## config.mk

```make
export PLATFORM = sky130hd
export DESIGN_NAME = serial_flash_update_receiver
export DESIGN_NICKNAME = d
export VERILOG_FILES = /design/src/hw/rtl/sfu_pkg.sv /design/src/hw/rtl/sfu_job_queue.sv /design/src/hw/rtl/sfu_front.sv /design/src/hw/rtl/sfu_back.sv /design/src/hw/rtl/serial_flash_update_receiver.sv
export SDC_FILE = /design/constraint.sdc
export NUM_CORES = 1
export LEC_CHECK = 0
export ABC_CLOCK_PERIOD_IN_PS = 6500
export BUFFER_PORTS_ARGS = -buffer_cell sky130_fd_sc_hd__buf_2
export CORE_ASPECT_RATIO = 1.1
export CORE_UTILIZATION = 64
export CTS_BUF_LIST = sky130_fd_sc_hd__clkbuf_4
export DETAILED_ROUTE_END_ITERATION = 7
export HOLD_SLACK_MARGIN = 0.1
export PLACE_DENSITY = 0.9
export SLEW_MARGIN = 10
export SYNTH_ARGS = -nofsm -noshare
export SYNTH_HDL_FRONTEND = slang
export SYNTH_SLANG_ARGS = --single-unit
export TNS_END_PERCENT = 50
```

## constraint.sdc

```tcl
create_clock -name clock -period 6.5 [get_ports clock]
set_clock_uncertainty 0.2 [all_clocks]
set_input_delay 0.325 -clock clock [delete_from_list [all_inputs] [get_ports clock]]
set_output_delay 0.325 -clock clock [all_outputs]
set_load 0.01 [all_outputs]
```

## src/hw/rtl/sfu_pkg.sv

```systemverilog
package sfu_pkg;

   // default sizes
   localparam int PAGE_BYTES_DEF       = 64;
   localparam int PAGES_PER_SECTOR_DEF = 16;

   // job queue between front and back, a power of two
   localparam int QUEUE_DEPTH = 4;

   // link constants
   localparam logic [7:0]  MAGIC_FIRST   = 8'h46;
   localparam logic [7:0]  MAGIC_SECOND  = 8'h93;
   localparam logic [31:0] TIMEOUT_RESET = 32'd2000000;

   // port widths
   localparam int CSR_INDEX_W = 2;
   localparam int CSR_DATA_W  = 32;
   localparam int REQ_DATA_W  = 8;
   localparam int REQ_USER_W  = 2;
   localparam int RSP_DATA_W  = 96;
   localparam int RSP_USER_W  = 3;

   // event codes
   localparam logic [1:0] CMD_RX_BYTE  = 2'd0;
   localparam logic [1:0] CMD_TX_READY = 2'd1;
   localparam logic [1:0] CMD_TICK     = 2'd2;

   // result kinds
   localparam logic [2:0] KIND_TX     = 3'd0;
   localparam logic [2:0] KIND_PREP   = 3'd1;
   localparam logic [2:0] KIND_ERASE  = 3'd2;
   localparam logic [2:0] KIND_WRITE  = 3'd3;
   localparam logic [2:0] KIND_REBOOT = 3'd4;
   localparam logic [2:0] KIND_START  = 3'd5;

   // register indexes
   localparam logic [CSR_INDEX_W-1:0] CSR_ESCAPE    = 2'd0;
   localparam logic [CSR_INDEX_W-1:0] CSR_BASE_PAGE = 2'd1;
   localparam logic [CSR_INDEX_W-1:0] CSR_TIMEOUT   = 2'd2;

   // protocol phase of the update
   typedef enum logic [2:0] {
      PH_MAGIC0,
      PH_MAGIC1,
      PH_COUNT,
      PH_RECV,
      PH_ECHO,
      PH_REPLY,
      PH_HALT
   } phase_type;

   // front sequencer
   typedef enum logic [2:0] {
      FS_IDLE,
      FS_ECHO_RD,
      FS_CMT_RD,
      FS_CMT_WR,
      FS_CMT_ACK
   } front_state_type;

   // back sequencer: which result of the current job goes out next
   typedef enum logic [1:0] {
      BK_EMPTY,
      BK_STEP0,
      BK_STEP1,
      BK_STEP2
   } back_state_type;

   // job operations
   typedef enum logic [2:0] {
      OP_TX,
      OP_TX_REBOOT,
      OP_START,
      OP_PREP,
      OP_WRITE
   } job_op_type;

   typedef struct packed {
      job_op_type  op;
      logic [63:0] payload;
      logic [12:0] page;
      logic [2:0]  word;
      logic        last;
   } job_type;

   typedef struct packed {
      logic full;
      logic empty;
   } queue_status_type;

   function automatic job_type make_job(job_op_type op, logic [63:0] payload,
                                        logic [12:0] page, logic [2:0] word,
                                        logic last);
      job_type j;
      j.op      = op;
      j.payload = payload;
      j.page    = page;
      j.word    = word;
      j.last    = last;
      return j;
   endfunction

endpackage

```

## src/hw/rtl/sfu_job_queue.sv

```systemverilog
module sfu_job_queue (
   input  logic                      clock,
   input  logic                      reset,
   input  logic                      push,
   input  sfu_pkg::job_type          push_job,
   input  logic                      pop,
   output sfu_pkg::job_type          head,
   output sfu_pkg::queue_status_type status
);
   import sfu_pkg::*;

   localparam int PTR_W = (QUEUE_DEPTH > 1) ? $clog2(QUEUE_DEPTH) : 1;

   job_type          jobs_ff [QUEUE_DEPTH];
   logic [PTR_W-1:0] wr_ptr_ff;
   logic [PTR_W-1:0] rd_ptr_ff;
   logic [PTR_W:0]   count_ff;

   assign head         = jobs_ff[rd_ptr_ff];
   assign status.full  = (count_ff == (PTR_W+1)'(QUEUE_DEPTH));
   assign status.empty = (count_ff == '0);

   // storage
   always_ff @(posedge clock) begin
      if (push) begin
         jobs_ff[wr_ptr_ff] <= push_job;
      end
   end

   // pointers and fill level
   always_ff @(posedge clock) begin
      if (reset) begin
         wr_ptr_ff <= '0;
         rd_ptr_ff <= '0;
         count_ff  <= '0;
      end else begin
         if (push) begin
            wr_ptr_ff <= wr_ptr_ff + 1'b1;
         end
         if (pop) begin
            rd_ptr_ff <= rd_ptr_ff + 1'b1;
         end
         if (push && !pop) begin
            count_ff <= count_ff + 1'b1;
         end else if (pop && !push) begin
            count_ff <= count_ff - 1'b1;
         end
      end
   end

endmodule

```

## src/hw/rtl/sfu_front.sv

```systemverilog
module sfu_front #(
   parameter int PAGE_BYTES = sfu_pkg::PAGE_BYTES_DEF
) (
   input  logic                               clock,
   input  logic                               reset,
   input  logic                               csr_we,
   input  logic [sfu_pkg::CSR_INDEX_W-1:0]    csr_index,
   input  logic [sfu_pkg::CSR_DATA_W-1:0]     csr_wdata,
   input  logic                               req_tvalid,
   output logic                               req_tready,
   input  logic [sfu_pkg::REQ_DATA_W-1:0]     req_tdata,
   input  logic [sfu_pkg::REQ_USER_W-1:0]     req_tuser,
   input  sfu_pkg::queue_status_type          q_status,
   output logic                               push,
   output sfu_pkg::job_type                   push_job
);
   import sfu_pkg::*;

   localparam int WORDS   = (PAGE_BYTES + 7) / 8;
   localparam int WORD_AW = (WORDS > 1) ? $clog2(WORDS) : 1;
   localparam int IDX_W   = $clog2(PAGE_BYTES) + 1;
   localparam logic [IDX_W-1:0]   IDX_END   = IDX_W'(PAGE_BYTES);
   localparam logic [WORD_AW-1:0] WORD_LAST = WORD_AW'(WORDS - 1);

   // configuration
   logic [7:0]  escape_ff;
   logic [11:0] base_page_ff;
   logic [31:0] timeout_ff;

   // protocol state
   phase_type       phase_ff, phase_in;
   front_state_type seq_ff, seq_in;
   logic [7:0]       total_ff, total_in;
   logic [7:0]       done_ff, done_in;
   logic [IDX_W-1:0] idx_ff, idx_in;
   logic             skip_ff, skip_in;
   logic             stuff_ff, stuff_in;
   logic [31:0]      tick_ff, tick_in;
   logic [WORD_AW-1:0] word_ff, word_in;

   // page store, one 64-bit word per row
   logic [63:0] store_ff [WORDS];
   logic [63:0] rd_ff;
   logic               mem_we;
   logic [WORD_AW-1:0] mem_waddr;
   logic [2:0]         mem_lane;
   logic               mem_re;
   logic [WORD_AW-1:0] mem_raddr;

   logic        accept;
   logic        idle_phase;
   logic [7:0]  rx;
   logic [1:0]  cmd;
   logic [12:0] page;
   logic [7:0]  echo_byte;
   logic [7:0]  done_next;
   logic [31:0] tick_sat;
   logic [63:0] word_data;

   assign accept     = req_tvalid && req_tready;
   assign rx         = req_tdata;
   assign cmd        = req_tuser;
   assign idle_phase = (phase_ff == PH_MAGIC0) || (phase_ff == PH_MAGIC1) ||
                       (phase_ff == PH_COUNT);
   assign page       = 13'(base_page_ff) + 13'(done_ff);
   assign echo_byte  = rd_ff[{idx_ff[2:0], 3'b000} +: 8];
   assign done_next  = done_ff + 8'd1;
   assign tick_sat   = (tick_ff == 32'hFFFF_FFFF) ? tick_ff : tick_ff + 32'd1;

   // bytes past the end of the page read as zero
   always_comb begin
      for (int b = 0; b < 8; b++) begin
         if ((int'(word_ff) * 8 + b) < PAGE_BYTES) begin
            word_data[b*8 +: 8] = rd_ff[b*8 +: 8];
         end else begin
            word_data[b*8 +: 8] = 8'd0;
         end
      end
   end

   // sequencer next state
   always_comb begin
      seq_in = seq_ff;
      unique case (seq_ff)
         FS_IDLE: begin
            if (accept && cmd == CMD_TX_READY && phase_ff == PH_ECHO && !stuff_ff) begin
               seq_in = FS_ECHO_RD;
            end else if (accept && cmd == CMD_RX_BYTE && phase_ff == PH_REPLY &&
                         rx != 8'd0) begin
               seq_in = FS_CMT_RD;
            end
         end
         FS_ECHO_RD: begin
            if (!q_status.full) begin
               seq_in = FS_IDLE;
            end
         end
         FS_CMT_RD: begin
            seq_in = FS_CMT_WR;
         end
         FS_CMT_WR: begin
            if (!q_status.full) begin
               seq_in = (word_ff == WORD_LAST) ? FS_CMT_ACK : FS_CMT_RD;
            end
         end
         FS_CMT_ACK: begin
            if (!q_status.full) begin
               seq_in = FS_IDLE;
            end
         end
         default: seq_in = FS_IDLE;
      endcase
   end

   // sequencer outputs: handshake, job pushes, store access
   always_comb begin
      req_tready = (seq_ff == FS_IDLE) && !q_status.full;
      push       = 1'b0;
      push_job   = make_job(OP_TX, 64'd0, 13'd0, 3'd0, 1'b0);
      mem_we     = 1'b0;
      mem_waddr  = WORD_AW'(idx_ff >> 3);
      mem_lane   = idx_ff[2:0];
      mem_re     = 1'b0;
      mem_raddr  = WORD_AW'(idx_ff >> 3);
      unique case (seq_ff)
         FS_IDLE: begin
            if (accept) begin
               unique case (cmd)
                  CMD_TICK: begin
                     if (idle_phase && tick_sat >= timeout_ff) begin
                        push     = 1'b1;
                        push_job = make_job(OP_START, 64'd0, 13'd0, 3'd0, 1'b1);
                     end
                  end
                  CMD_TX_READY: begin
                     if (phase_ff == PH_ECHO) begin
                        if (stuff_ff) begin
                           push     = 1'b1;
                           push_job = make_job(OP_TX, 64'd0, 13'd0, 3'd0, 1'b1);
                        end else begin
                           mem_re = 1'b1;
                        end
                     end
                  end
                  CMD_RX_BYTE: begin
                     if (phase_ff == PH_COUNT) begin
                        push     = 1'b1;
                        push_job = make_job((rx == 8'd0) ? OP_TX_REBOOT : OP_TX,
                                            64'd1, 13'd0, 3'd0, 1'b1);
                     end else if (phase_ff == PH_RECV && !skip_ff) begin
                        mem_we = 1'b1;
                     end else if (phase_ff == PH_REPLY && rx != 8'd0) begin
                        push     = 1'b1;
                        push_job = make_job(OP_PREP, 64'd0, page, 3'd0, 1'b0);
                     end
                  end
                  default: ;
               endcase
            end
         end
         FS_ECHO_RD: begin
            if (!q_status.full) begin
               push     = 1'b1;
               push_job = make_job(OP_TX, 64'(echo_byte), 13'd0, 3'd0, 1'b1);
            end
         end
         FS_CMT_RD: begin
            mem_re    = 1'b1;
            mem_raddr = word_ff;
         end
         FS_CMT_WR: begin
            if (!q_status.full) begin
               push     = 1'b1;
               push_job = make_job(OP_WRITE, word_data, page, 3'(word_ff), 1'b0);
            end
         end
         FS_CMT_ACK: begin
            if (!q_status.full) begin
               push     = 1'b1;
               push_job = make_job((done_next == total_ff) ? OP_TX_REBOOT : OP_TX,
                                   64'd1, 13'd0, 3'd0, 1'b1);
            end
         end
         default: ;
      endcase
   end

   // protocol state updates
   always_comb begin
      phase_in = phase_ff;
      total_in = total_ff;
      done_in  = done_ff;
      idx_in   = idx_ff;
      skip_in  = skip_ff;
      stuff_in = stuff_ff;
      tick_in  = tick_ff;
      word_in  = word_ff;
      unique case (seq_ff)
         FS_IDLE: begin
            if (accept) begin
               unique case (cmd)
                  CMD_TICK: begin
                     if (idle_phase) begin
                        tick_in = tick_sat;
                        if (tick_sat >= timeout_ff) begin
                           phase_in = PH_HALT;
                        end
                     end
                  end
                  CMD_TX_READY: begin
                     // a pending stuffed zero goes out on its own
                     if (phase_ff == PH_ECHO && stuff_ff) begin
                        stuff_in = 1'b0;
                        if (idx_ff >= IDX_END) begin
                           phase_in = PH_REPLY;
                        end
                     end
                  end
                  CMD_RX_BYTE: begin
                     priority case (phase_ff)
                        PH_MAGIC0: begin
                           if (rx == MAGIC_FIRST) begin
                              phase_in = PH_MAGIC1;
                           end
                        end
                        PH_MAGIC1: begin
                           phase_in = (rx == MAGIC_SECOND) ? PH_COUNT : PH_MAGIC0;
                        end
                        PH_COUNT: begin
                           total_in = rx;
                           done_in  = 8'd0;
                           if (rx == 8'd0) begin
                              phase_in = PH_HALT;
                           end else begin
                              phase_in = PH_RECV;
                              idx_in   = '0;
                              skip_in  = 1'b0;
                           end
                        end
                        PH_RECV: begin
                           // the byte after an escape byte is dropped
                           if (skip_ff) begin
                              skip_in = 1'b0;
                           end else begin
                              skip_in = (rx == escape_ff);
                              idx_in  = idx_ff + 1'b1;
                           end
                           if (!skip_in && idx_in >= IDX_END) begin
                              phase_in = PH_ECHO;
                              idx_in   = '0;
                              stuff_in = 1'b0;
                           end
                        end
                        PH_REPLY: begin
                           if (rx != 8'd0) begin
                              word_in = '0;
                           end else begin
                              phase_in = PH_RECV;
                              idx_in   = '0;
                              skip_in  = 1'b0;
                           end
                        end
                        default: ;
                     endcase
                  end
                  default: ;
               endcase
            end
         end
         FS_ECHO_RD: begin
            if (!q_status.full) begin
               stuff_in = (echo_byte == escape_ff);
               idx_in   = idx_ff + 1'b1;
               if (!stuff_in && idx_in >= IDX_END) begin
                  phase_in = PH_REPLY;
               end
            end
         end
         FS_CMT_WR: begin
            if (!q_status.full && word_ff != WORD_LAST) begin
               word_in = word_ff + 1'b1;
            end
         end
         FS_CMT_ACK: begin
            if (!q_status.full) begin
               done_in = done_next;
               if (done_next == total_ff) begin
                  phase_in = PH_HALT;
               end else begin
                  phase_in = PH_RECV;
                  idx_in   = '0;
                  skip_in  = 1'b0;
               end
            end
         end
         default: ;
      endcase
   end

   // page store and its registered read
   always_ff @(posedge clock) begin
      if (mem_we) begin
         store_ff[mem_waddr][{mem_lane, 3'b000} +: 8] <= rx;
      end
      if (mem_re) begin
         rd_ff <= store_ff[mem_raddr];
      end
   end

   // configuration registers
   always_ff @(posedge clock) begin
      if (reset) begin
         escape_ff    <= 8'd0;
         base_page_ff <= 12'd0;
         timeout_ff   <= TIMEOUT_RESET;
      end else if (csr_we) begin
         unique case (csr_index)
            CSR_ESCAPE:    escape_ff    <= csr_wdata[7:0];
            CSR_BASE_PAGE: base_page_ff <= csr_wdata[11:0];
            CSR_TIMEOUT:   timeout_ff   <= csr_wdata;
            default: ;
         endcase
      end
   end

   // state registers
   always_ff @(posedge clock) begin
      if (reset) begin
         seq_ff   <= FS_IDLE;
         phase_ff <= PH_MAGIC0;
         total_ff <= 8'd0;
         done_ff  <= 8'd0;
         idx_ff   <= '0;
         skip_ff  <= 1'b0;
         stuff_ff <= 1'b0;
         tick_ff  <= 32'd0;
         word_ff  <= '0;
      end else begin
         seq_ff   <= seq_in;
         phase_ff <= phase_in;
         total_ff <= total_in;
         done_ff  <= done_in;
         idx_ff   <= idx_in;
         skip_ff  <= skip_in;
         stuff_ff <= stuff_in;
         tick_ff  <= tick_in;
         word_ff  <= word_in;
      end
   end

endmodule

```

## src/hw/rtl/sfu_back.sv

```systemverilog
module sfu_back #(
   parameter int PAGES_PER_SECTOR = sfu_pkg::PAGES_PER_SECTOR_DEF
) (
   input  logic                            clock,
   input  logic                            reset,
   input  sfu_pkg::job_type                head,
   input  sfu_pkg::queue_status_type       q_status,
   output logic                            pop,
   output logic                            rsp_tvalid,
   input  logic                            rsp_tready,
   output logic [sfu_pkg::RSP_DATA_W-1:0]  rsp_tdata,
   output logic [sfu_pkg::RSP_USER_W-1:0]  rsp_tuser,
   output logic                            rsp_tlast
);
   import sfu_pkg::*;

   // page / PAGES_PER_SECTOR as a multiply by a rounded-up reciprocal
   localparam int SEC_SHIFT = 19;
   localparam logic [19:0] SEC_RECIP =
      20'((2**SEC_SHIFT + PAGES_PER_SECTOR - 1) / PAGES_PER_SECTOR);

   back_state_type state_ff, state_in;
   job_type        cur_ff;
   logic [8:0]     sector_ff;
   logic [32:0]    sec_prod;

   logic           rsp_valid_ff;
   logic [63:0]    rsp_payload_ff;
   logic [8:0]     rsp_sector_ff;
   logic [12:0]    rsp_page_ff;
   logic [2:0]     rsp_word_ff;
   logic [2:0]     rsp_kind_ff;
   logic           rsp_last_ff;

   logic        out_free;
   logic        emit;
   logic        final0;
   logic [2:0]  r_kind;
   logic [63:0] r_payload;
   logic [8:0]  r_sector;
   logic [12:0] r_page;
   logic [2:0]  r_word;
   logic        r_last;

   assign sec_prod = 33'(head.page) * 33'(SEC_RECIP);
   assign out_free = !rsp_valid_ff || rsp_tready;
   assign final0   = (cur_ff.op == OP_TX) || (cur_ff.op == OP_START) ||
                     (cur_ff.op == OP_WRITE);

   // next state
   always_comb begin
      state_in = state_ff;
      unique case (state_ff)
         BK_EMPTY: begin
            if (!q_status.empty) begin
               state_in = BK_STEP0;
            end
         end
         BK_STEP0: begin
            if (out_free) begin
               state_in = final0 ? BK_EMPTY : BK_STEP1;
            end
         end
         BK_STEP1: begin
            if (out_free) begin
               state_in = (cur_ff.op == OP_TX_REBOOT) ? BK_EMPTY : BK_STEP2;
            end
         end
         BK_STEP2: begin
            if (out_free) begin
               state_in = BK_EMPTY;
            end
         end
         default: state_in = BK_EMPTY;
      endcase
   end

   // outputs: pop, emit and the result of the current step
   always_comb begin
      pop       = (state_ff == BK_EMPTY) && !q_status.empty;
      emit      = (state_ff != BK_EMPTY) && out_free;
      r_kind    = KIND_TX;
      r_payload = 64'd0;
      r_sector  = 9'd0;
      r_page    = 13'd0;
      r_word    = 3'd0;
      r_last    = 1'b0;
      unique case (state_ff)
         BK_STEP0: begin
            r_last = final0 ? cur_ff.last : 1'b0;
            unique case (cur_ff.op)
               OP_TX, OP_TX_REBOOT: begin
                  r_kind    = KIND_TX;
                  r_payload = cur_ff.payload;
               end
               OP_START: begin
                  r_kind = KIND_START;
               end
               OP_PREP: begin
                  r_kind   = KIND_PREP;
                  r_sector = sector_ff;
               end
               OP_WRITE: begin
                  r_kind    = KIND_WRITE;
                  r_payload = cur_ff.payload;
                  r_page    = cur_ff.page;
                  r_word    = cur_ff.word;
               end
               default: ;
            endcase
         end
         BK_STEP1: begin
            if (cur_ff.op == OP_TX_REBOOT) begin
               r_kind = KIND_REBOOT;
               r_last = cur_ff.last;
            end else begin
               r_kind = KIND_ERASE;
               r_page = cur_ff.page;
            end
         end
         BK_STEP2: begin
            r_kind   = KIND_PREP;
            r_sector = sector_ff;
         end
         default: ;
      endcase
   end

   // current job
   always_ff @(posedge clock) begin
      if (pop) begin
         cur_ff    <= head;
         sector_ff <= sec_prod[SEC_SHIFT +: 9];
      end
   end

   // output register
   always_ff @(posedge clock) begin
      if (emit) begin
         rsp_kind_ff    <= r_kind;
         rsp_payload_ff <= r_payload;
         rsp_sector_ff  <= r_sector;
         rsp_page_ff    <= r_page;
         rsp_word_ff    <= r_word;
         rsp_last_ff    <= r_last;
      end
   end

   always_ff @(posedge clock) begin
      if (reset) begin
         state_ff     <= BK_EMPTY;
         rsp_valid_ff <= 1'b0;
      end else begin
         state_ff <= state_in;
         if (emit) begin
            rsp_valid_ff <= 1'b1;
         end else if (rsp_tready) begin
            rsp_valid_ff <= 1'b0;
         end
      end
   end

   assign rsp_tvalid = rsp_valid_ff;
   assign rsp_tdata  = {7'd0, rsp_word_ff, rsp_page_ff, rsp_sector_ff, rsp_payload_ff};
   assign rsp_tuser  = rsp_kind_ff;
   assign rsp_tlast  = rsp_last_ff;

endmodule

```

## src/hw/rtl/serial_flash_update_receiver.sv

```systemverilog
// channel  | direction | handshake              | contents
// csr      | in        | csr_we                 | csr_index, csr_wdata
// req      | in        | req_tvalid/req_tready  | tuser command, tdata rx_byte
// rsp      | out       | rsp_tvalid/rsp_tready  | tuser kind, tdata payload..word_offset,
//          |           |                        | tlast on the final result of an item
//
// A received byte or a tick is taken straight away; a transmitter-ready event
// that reads the page store then pushes its byte from the registered read.
// A nonzero reply holds the front while it reads and pushes each 64-bit
// store word in turn, then pushes the ack.
// The back loads each job, then sends one result per cycle while the
// receiver takes them. Reset is synchronous; the page store is not cleared.
// A four-entry job queue parts the front from the result register, so either
// side stalls without losing an item.
module serial_flash_update_receiver #(
   parameter int PAGE_BYTES       = sfu_pkg::PAGE_BYTES_DEF,
   parameter int PAGES_PER_SECTOR = sfu_pkg::PAGES_PER_SECTOR_DEF
) (
   input  logic                             clock,
   input  logic                             reset,
   input  logic                             csr_we,
   input  logic [sfu_pkg::CSR_INDEX_W-1:0]  csr_index,
   input  logic [sfu_pkg::CSR_DATA_W-1:0]   csr_wdata,
   input  logic                             req_tvalid,
   output logic                             req_tready,
   // rx_byte [7:0]
   input  logic [sfu_pkg::REQ_DATA_W-1:0]   req_tdata,
   // command [1:0]
   input  logic [sfu_pkg::REQ_USER_W-1:0]   req_tuser,
   output logic                             rsp_tvalid,
   input  logic                             rsp_tready,
   // payload [63:0], sector [72:64], flash_page [85:73], word_offset [88:86]
   output logic [sfu_pkg::RSP_DATA_W-1:0]   rsp_tdata,
   // kind [2:0]
   output logic [sfu_pkg::RSP_USER_W-1:0]   rsp_tuser,
   output logic                             rsp_tlast
);
   import sfu_pkg::*;

   logic             push;
   job_type          push_job;
   logic             pop;
   job_type          head;
   queue_status_type q_status;

   // accepts and classifies items
   sfu_front #(
      .PAGE_BYTES (PAGE_BYTES)
   ) u_front (
      .clock      (clock),
      .reset      (reset),
      .csr_we     (csr_we),
      .csr_index  (csr_index),
      .csr_wdata  (csr_wdata),
      .req_tvalid (req_tvalid),
      .req_tready (req_tready),
      .req_tdata  (req_tdata),
      .req_tuser  (req_tuser),
      .q_status   (q_status),
      .push       (push),
      .push_job   (push_job)
   );

   // jobs in flight
   sfu_job_queue u_queue (
      .clock    (clock),
      .reset    (reset),
      .push     (push),
      .push_job (push_job),
      .pop      (pop),
      .head     (head),
      .status   (q_status)
   );

   // expands jobs into result items
   sfu_back #(
      .PAGES_PER_SECTOR (PAGES_PER_SECTOR)
   ) u_back (
      .clock      (clock),
      .reset      (reset),
      .head       (head),
      .q_status   (q_status),
      .pop        (pop),
      .rsp_tvalid (rsp_tvalid),
      .rsp_tready (rsp_tready),
      .rsp_tdata  (rsp_tdata),
      .rsp_tuser  (rsp_tuser),
      .rsp_tlast  (rsp_tlast)
   );

endmodule

```

# Yosys cells after proc, flatten, opt, wreduce, memory -nomap -nowiden
# Memory sizes are Yosys's and may differ from the RTL's. A register that Yosys moved wholly into a read port is not among the register bits.
# Index checks and enable logic that the tools add are counted.
dict set report word_totals {
  ff_bits 314
  ramBits 848
  input_bits 49
  out_inout_bits 102
  word_cells 332
  memories 2
}
dict set report op_classes {
  addsub 17
  magnitude_cmp 12
  n_eq_ne 61
  shift 3
  n_mux 141
  n_reduce_logical 67
}
# memory words word_bits rd rd_ports_with_merged_regs write_ports line
set memory_table {}
lappend memory_table {u_front.store_ff 8 64 1 1 1 sfu_front.sv:42} ;# logic [63:0] store_ff [WORDS];
lappend memory_table {u_queue.jobs_ff 4 84 1 1 1 sfu_job_queue.sv:14} ;# job_type jobs_ff [QUEUE_DEPTH];
# op n
set op_table {}
lappend op_table {{$mux W84} 6}
lappend op_table {{$pmux W84 S4} 1}
lappend op_table {{$pmux W84 S3} 1}
lappend op_table {{$lt A32 B8 Y1 const B} 7}
lappend op_table {{$mux W83} 2}
lappend op_table {{$mux W8} 12}
lappend op_table {{$mux W7} 13}
lappend op_table {{$mux W3} 27}
lappend op_table {{$mux W64} 1}
lappend op_table {{$shift A8 B8 Y64 const A} 1}
lappend op_table {{$shiftx A64 B7 Y8} 1}
lappend op_table {{$shiftx A8 B8 Y64} 1}
lappend op_table {{$mux W1} 43}
lappend op_table {{$pmux W7 S3} 2}
lappend op_table {{$pmux W3 S3} 4}
lappend op_table {{$add A32 B1 Y32 const B} 1}
lappend op_table {{$eq A32 B32 Y1 const B} 1}
lappend op_table {{$ge A32 B32 Y1} 1}
lappend op_table {{$mux W32} 1}
lappend op_table {{$add A6 B3 Y7 const B} 4}
lappend op_table {{$mux W13} 2}
lappend op_table {{$pmux W13 S2} 1}
lappend op_table {{$mux W25} 1}
lappend op_table {{$eq A8 B8 Y1} 3}
lappend op_table {{other kinds (56)} 164}

# Depth between registers and ports, before layout
dict set report depth {
  word_depth 13
  mapped_depth 23
  depth_no_buf 20
}

# By module
# From an unflattened synthesis, not the netlist that was laid out.
dict set report hier_totals {
  cells_unflattened 3759
  area_unflattened_um2 50058.0
}
# mod instances cells_each area_each_um2 seq_area_each_um2
set by_module_without_submodules {}
lappend by_module_without_submodules {sfu_front 1 2929 31101.1 19658.9}
lappend by_module_without_submodules {sfu_job_queue 1 482 12547.0 10269.8}
lappend by_module_without_submodules {sfu_back 1 348 6409.9 5375.2}

# Worst setup path after synthesis
# OpenSTA, ideal clock, no wires.
dict set report synth_timing {
  path_type {register -> register}
  start {register u_front.tick_ff[4]}
  end {memory u_queue.jobs_ff[1][0] (netlist bit), enable pin}
  setup_time_ns 0.452
  arrival_ns 5.319
  required_time_ns 5.848
  slack_ns 0.529
  path_stages_with_launch 18
  n_path_buf 3
  period_less_slack_ns 5.971
  cell_sequence {dfxtp_1 buf_6 and4_4 and4_4 buf_6 and4bb_1 buf_6 nor4_4 nand3_1 xnor2_1 ha_1 nand4_1 nor4_1 and3_1 and2_1 a22oi_1 a21oi_1 and2_1}
}
dict set report synth_between {
  elab_chain_cells 10
  word_cells_on_any_way 11
  cone_classes {1 x add/sub; 1 x order compare; 1 x eq/ne; 7 x mux; 1 x reduce/logical}
}
# element line
set synth_rtl {}
lappend synth_rtl {{start, declared} sfu_front.sv:38} ;# logic [31:0] tick_ff, tick_in;
lappend synth_rtl {{start signal, assigned} sfu_front.sv:346} ;# tick_ff <= tick_in;
lappend synth_rtl {{$add A32 B1 Y32 or $eq A32 B32 Y1 (tied branches)} sfu_front.sv:68} ;# assign tick_sat = (tick_ff == 32'hFFFF_FFFF) ? tick_ff : tick_ff + 32'd1;
lappend synth_rtl {{$mux W32 (*)} sfu_front.sv:68}
lappend synth_rtl {{named net u_front.tick_sat[29]} sfu_front.sv:57} ;# logic [31:0] tick_sat;
lappend synth_rtl {{$ge A32 B32 Y1 (*)} sfu_front.sv:130} ;# if (idle_phase && tick_sat >= timeout_ff) begin
lappend synth_rtl {{$logic_and A1 B1 Y1 (*)} sfu_front.sv:130}
lappend synth_rtl {{$mux W1 (*)} sfu_front.sv:130}
lappend synth_rtl {{$pmux W1 S3 (*)} sfu_front.sv:128} ;# unique case (cmd)
lappend synth_rtl {{$mux W1 (*)} sfu_front.sv:127} ;# if (accept) begin
lappend synth_rtl {{$pmux W1 S2 (*)} sfu_front.sv:125} ;# unique case (seq_ff)
lappend synth_rtl {{named net push} serial_flash_update_receiver.sv:40} ;# logic push;
lappend synth_rtl {{$mux W1 (*)} sfu_job_queue.sv:25} ;# if (push) begin
lappend synth_rtl {{$mux W1 (not written as such) (*)} sfu_job_queue.sv:26} ;# jobs_ff[wr_ptr_ff] <= push_job;
lappend synth_rtl {{end, declared} sfu_job_queue.sv:14}
# Mark *: on every way through the listed nets, which the timed path passes. The rest lies on a longest branch.

# Worst setup path in the final report
dict set report layout_timing {
  start {register u_front.tick_ff[25]}
  end {register u_queue.count_ff[2]}
}
dict set report layout_between {
  elab_chain_cells 11
  word_cells_on_any_way 14
  cone_classes {1 x add/sub; 1 x order compare; 1 x eq/ne; 6 x mux; 5 x reduce/logical}
}
# element line
set layout_rtl {}
lappend layout_rtl {{$eq A32 B32 Y1 (*)} sfu_front.sv:68}
lappend layout_rtl {{$mux W32 (*)} sfu_front.sv:68}
lappend layout_rtl {{named net u_front.tick_sat[23]} sfu_front.sv:57}
lappend layout_rtl {{$ge A32 B32 Y1 (*)} sfu_front.sv:130}
lappend layout_rtl {{$logic_and A1 B1 Y1 (*)} sfu_front.sv:130}
lappend layout_rtl {{$mux W1 (*)} sfu_front.sv:130}
lappend layout_rtl {{$pmux W1 S3 (*)} sfu_front.sv:128}
lappend layout_rtl {{$mux W1 (*)} sfu_front.sv:127}
lappend layout_rtl {{$pmux W1 S2 (*)} sfu_front.sv:125}
lappend layout_rtl {{named net push} serial_flash_update_receiver.sv:40}
lappend layout_rtl {{$logic_not A1 Y1} sfu_job_queue.sv:45} ;# end else if (pop && !push) begin
lappend layout_rtl {{$logic_and A1 B1 Y1} sfu_job_queue.sv:45}
lappend layout_rtl {{$reduce_bool A2 Y1 (no line)} --}
lappend layout_rtl {{end signal, assigned} sfu_job_queue.sv:44} ;# count_ff <= count_ff + 1'b1;
lappend layout_rtl {{end signal, assigned} sfu_job_queue.sv:46} ;# count_ff <= count_ff - 1'b1;
lappend layout_rtl {{end, declared} sfu_job_queue.sv:17} ;# logic [PTR_W:0] count_ff;
# Marked as above.
# A chain may end at the register's enable or synchronous reset.

==> impl_metrics.py <==
metrics = {
    "setup_path": {
        "worstPathRequired_ps": 7310,
        "end_kind": "flop",
        "worst-path-max-fanout": 9,
        "critPathArrivalTime_ps": 6840,
        "startpoint_type": "flop",
        "path_class": "flop to flop",
    },
    "die": {
        "core_mm2": 0.0760,
        "die_h_um": 293,
        "num_rows": 106,
        "die_width_um": 266,
        "dieArea_mm2": 0.0780,
        "initial_core_util_pct": 64.7,
        "io_pins": 151,
    },
    "timing": {
        "fmax_mhz": 166,
        "worst_slew_pin_slew_ps": 1240,
        "min_period_ps": 6040,
        "final.period_utilization_pct": 92.8,
        "rsz0062_at_grt": "false",
        "setup_viol": 0,
        "finalHoldViolCount": 0,
        "finalWorstSetupSlack_ps": 465,
        "slew-limit-headroom_pct": 15.5,
        "setup_tns_ps": 0,
        "report.final.slew_viol_count": 0,
        "hold_ws_ps": 219,
    },
    "final_layout": {
        "mostFrequentLayoutCell": "edfxtp_1",
        "nNetsFinal": 3497,
        "area_growth_syn_to_layout_pct": 14.5,
        "layout-drive-gt1-share_pct": 26.5,
        "final_cell_mix": "edfxtp_1 (1089), clkbuf_4 (440), mux4_2 (220)",
        "multi_input_area_mm2": 0.0131,
        "ff_latch_area_mm2": 0.0353,
        "n_fill_cell": 4084,
    },
    "clocking": {
        "insertion_delay_ps": 1180,
        "cts_tree": "yes",
        "clk_path_buf_depth": 4,
        "htree_levels": 5,
        "cts_num_sinks": 1219,
        "root_buffer": "clkbuf_4",
        "numCtsBuffers": 304,
        "clk_pin_slew_worst_paths_ps": 70,
        "postCtsSetupBuffers": 0,
    },
    "grt": {
        "grt.busiest_layer": "met2",
        "first_global_vias": 30400,
        "grt_pass1_wl_um": 180000,
        "met1_usage_pct": 37.9,
        "antenna_found_initial": 18,
        "grt_max_degree": 129,
        "overflow": 0,
        "gr-usage-all-layers_pct": 31.8,
        "met3_usage_pct": 7.30,
        "met2_usage_pct": 52.5,
    },
    "place": {
        "gp_congestion": 0.925,
        "pre_cts_slack_ps": 610,
        "hpwl_um": 74600,
        "portBuffers": 143,
    },
    "pwr": {
        "power_mw": 17.7,
        "ir_drop_uv": 352,
        "p_per_area_mw_per_mm2": 315,
        "p_leak_nw": 18.9,
    },
    "synth": {
        "syn_area_mm2": 0.0492,
        "synth_top_cell_area_share_pct": 66.5,
        "synthFlopType": "edfxtp_1",
        "synth-edff-count": 1089,
        "ys_types": 74,
        "synth_top_cells_by_area": "edfxtp_1 (66%), mux4_2 (10%), dfxtp_1 (5.3%)",
        "ys_ff_latch": 1219,
        "async_flop_share_pct": 0,
        "yosysTopAreaCell": "edfxtp_1",
        "synth_warnings": 0,
        "synth_seq_area_share_pct": 71.8,
        "syn_inst": 2892,
        "avgSynthCellArea_um2": 17.0,
    },
    "drt": {
        "routedWlPerCell_um": 26.3,
        "wl_um": 122000,
        "first_iter_violations": 3397,
        "first_pass_iters": 8,
        "ant_nets": 0,
        "viasPerCell": 6.32,
        "drc_errors": 0,
        "dr_total_vias": 29300,
    },
    "flow_run": {
        "cap_violations": 0,
    },
    "worst_hold_path": {
        "hp-class": "input port to flop",
    },
    "status": {
        "status": "complete, no violations",
    },
}
-- metrics by stage --
step / cell area, um2 / std cells / utilization, %
after floorplan: 49200 / 2898 / -
after global placement: 51000 / 3953 / 67.1
after global routing: 56300 / 4632 / 74.1
after CTS: 56300 / 4628 / 74.1
final: 56300 / 4634 / 74.1
after detailed placement: 51000 / 3953 / 67.1
-- state kept, by name, indices dropped and copies added (netlist names), 9 cells and up, named ones only --
name                   cells
u_front.timeout_ff        32
u_front.rd_ff             64
u_front.tick_ff           32
u_back.rsp_page_ff        13
u_queue.jobs_ff          336
u_back.rsp_sector_ff       9
u_back.rsp_payload_ff     64
u_back.cur_ff             75
u_front.store_ff         512
u_front.base_page_ff      12
u_back.sector_ff           9
-- worst paths after layout --
path	startpoint	end	slack, ps	cells past startpoint
min reg2reg	u_back.cur_ff[34]$_DFFE_PP_	u_back.rsp_payload_ff[17]$_SDFFCE_PN0P_	270	1
min	req_tvalid	u_front.seq_ff[0]$_SDFFE_PP0P_	220	5
max	u_front.tick_ff[25]$_SDFFE_PP0P_	u_queue.count_ff[2]$_SDFFE_PP0P_	460	20
max reg2reg	u_front.tick_ff[25]$_SDFFE_PP0P_	u_queue.count_ff[2]$_SDFFE_PP0P_	460	20
-- layout make-up --
type                    count  share of cell area, %
multi-input cells        1476                   23.3
well taps                1026                   2.28
clock buffers             440                   5.87
clock inverters            79                  0.731
flip-flops and latches   1219                   62.7
inverters                  56                  0.376
diodes                      6                 0.0267
repair buffers            332                   4.69
-- cell usage after synthesis, drive strengths merged, types with 3 or more instances --
library cell,instances
edfxtp,1089
mux4,220
nor2,201
nand2,165
and2,164
dfxtp,130
clkbuf,96
a21oi,93
and3,75
mux2,71
ha,57
inv,55
xnor2,53
buf,51
mux2i,51
xor2,44
nand3,39
o21ai,38
nor3,24
nor2b,20
or3,14
nand4,13
a211oi,11
o211ai,11
nand2b,10
nand3b,9
nor4,8
a31oi,7
a41oi,5
and4,5
a221oi,4
nor3b,4
o21bai,4
o22ai,4
or2,4
a2111oi,3
a21o,3
o2111ai,3
o211a,3
or4,3
-- per-layer routing --
layer  up-vias  part of all wire [%]  wire length [um]
li1      12300                     -                 -
met1     14400                    34             41000
met2      2015                    50             61300
met3       481                   9.7             11900
met4        12                   6.1              7430
met5         -                 0.068                83
-- repair_timing --
action	CTS	global route
resized for setup	0	0
hold buffers	156	0
hold endpoints to repair	745	0
-- critical path, stage by stage (launching register included) --
cell and delay, ps:
dfxtp_1 470, nand3_1 150, or3_1 440, and4bb_1 620, nor2_2 180, nand3_1 320
nor2_1 100, xnor2_1 140, ha_1 290, nand2_1 70, nor4_1 380, and3_1 280
and2_1 140, a22oi_1 90, a21oi_1 590, ha_1 320, inv_1 70, fa_1 400
xor2_1 200, or3_1 340, a21oi_1 180
-- report_power, final --
part / internal, mW / switching, mW
Combinational: 0.718 / 1.22
Clock: 3.26 / 2.99
Sequential: 9.24 / 0.283
-- cells by family (layout without fill, tap and decap cells) --
group / count (synthesis) / in the layout / synth area share [%]
XOR/XNOR: 97 / 97 / 1.73
AND/OR/NAND/NOR: 766 / 766 / 7.96
flip-flops: 1219 / 1219 / 71.8
other: 1 / 13 / 0.00762
buffers and inverters: 203 / 907 / 1.72
multiplexers: 342 / 342 / 12.7
adder cells (fa/ha/maj): 60 / 60 / 1.55
AO/OA/AOI/OAI: 204 / 204 / 2.51
Note: power is estimated with default switching activity, not from simulation.
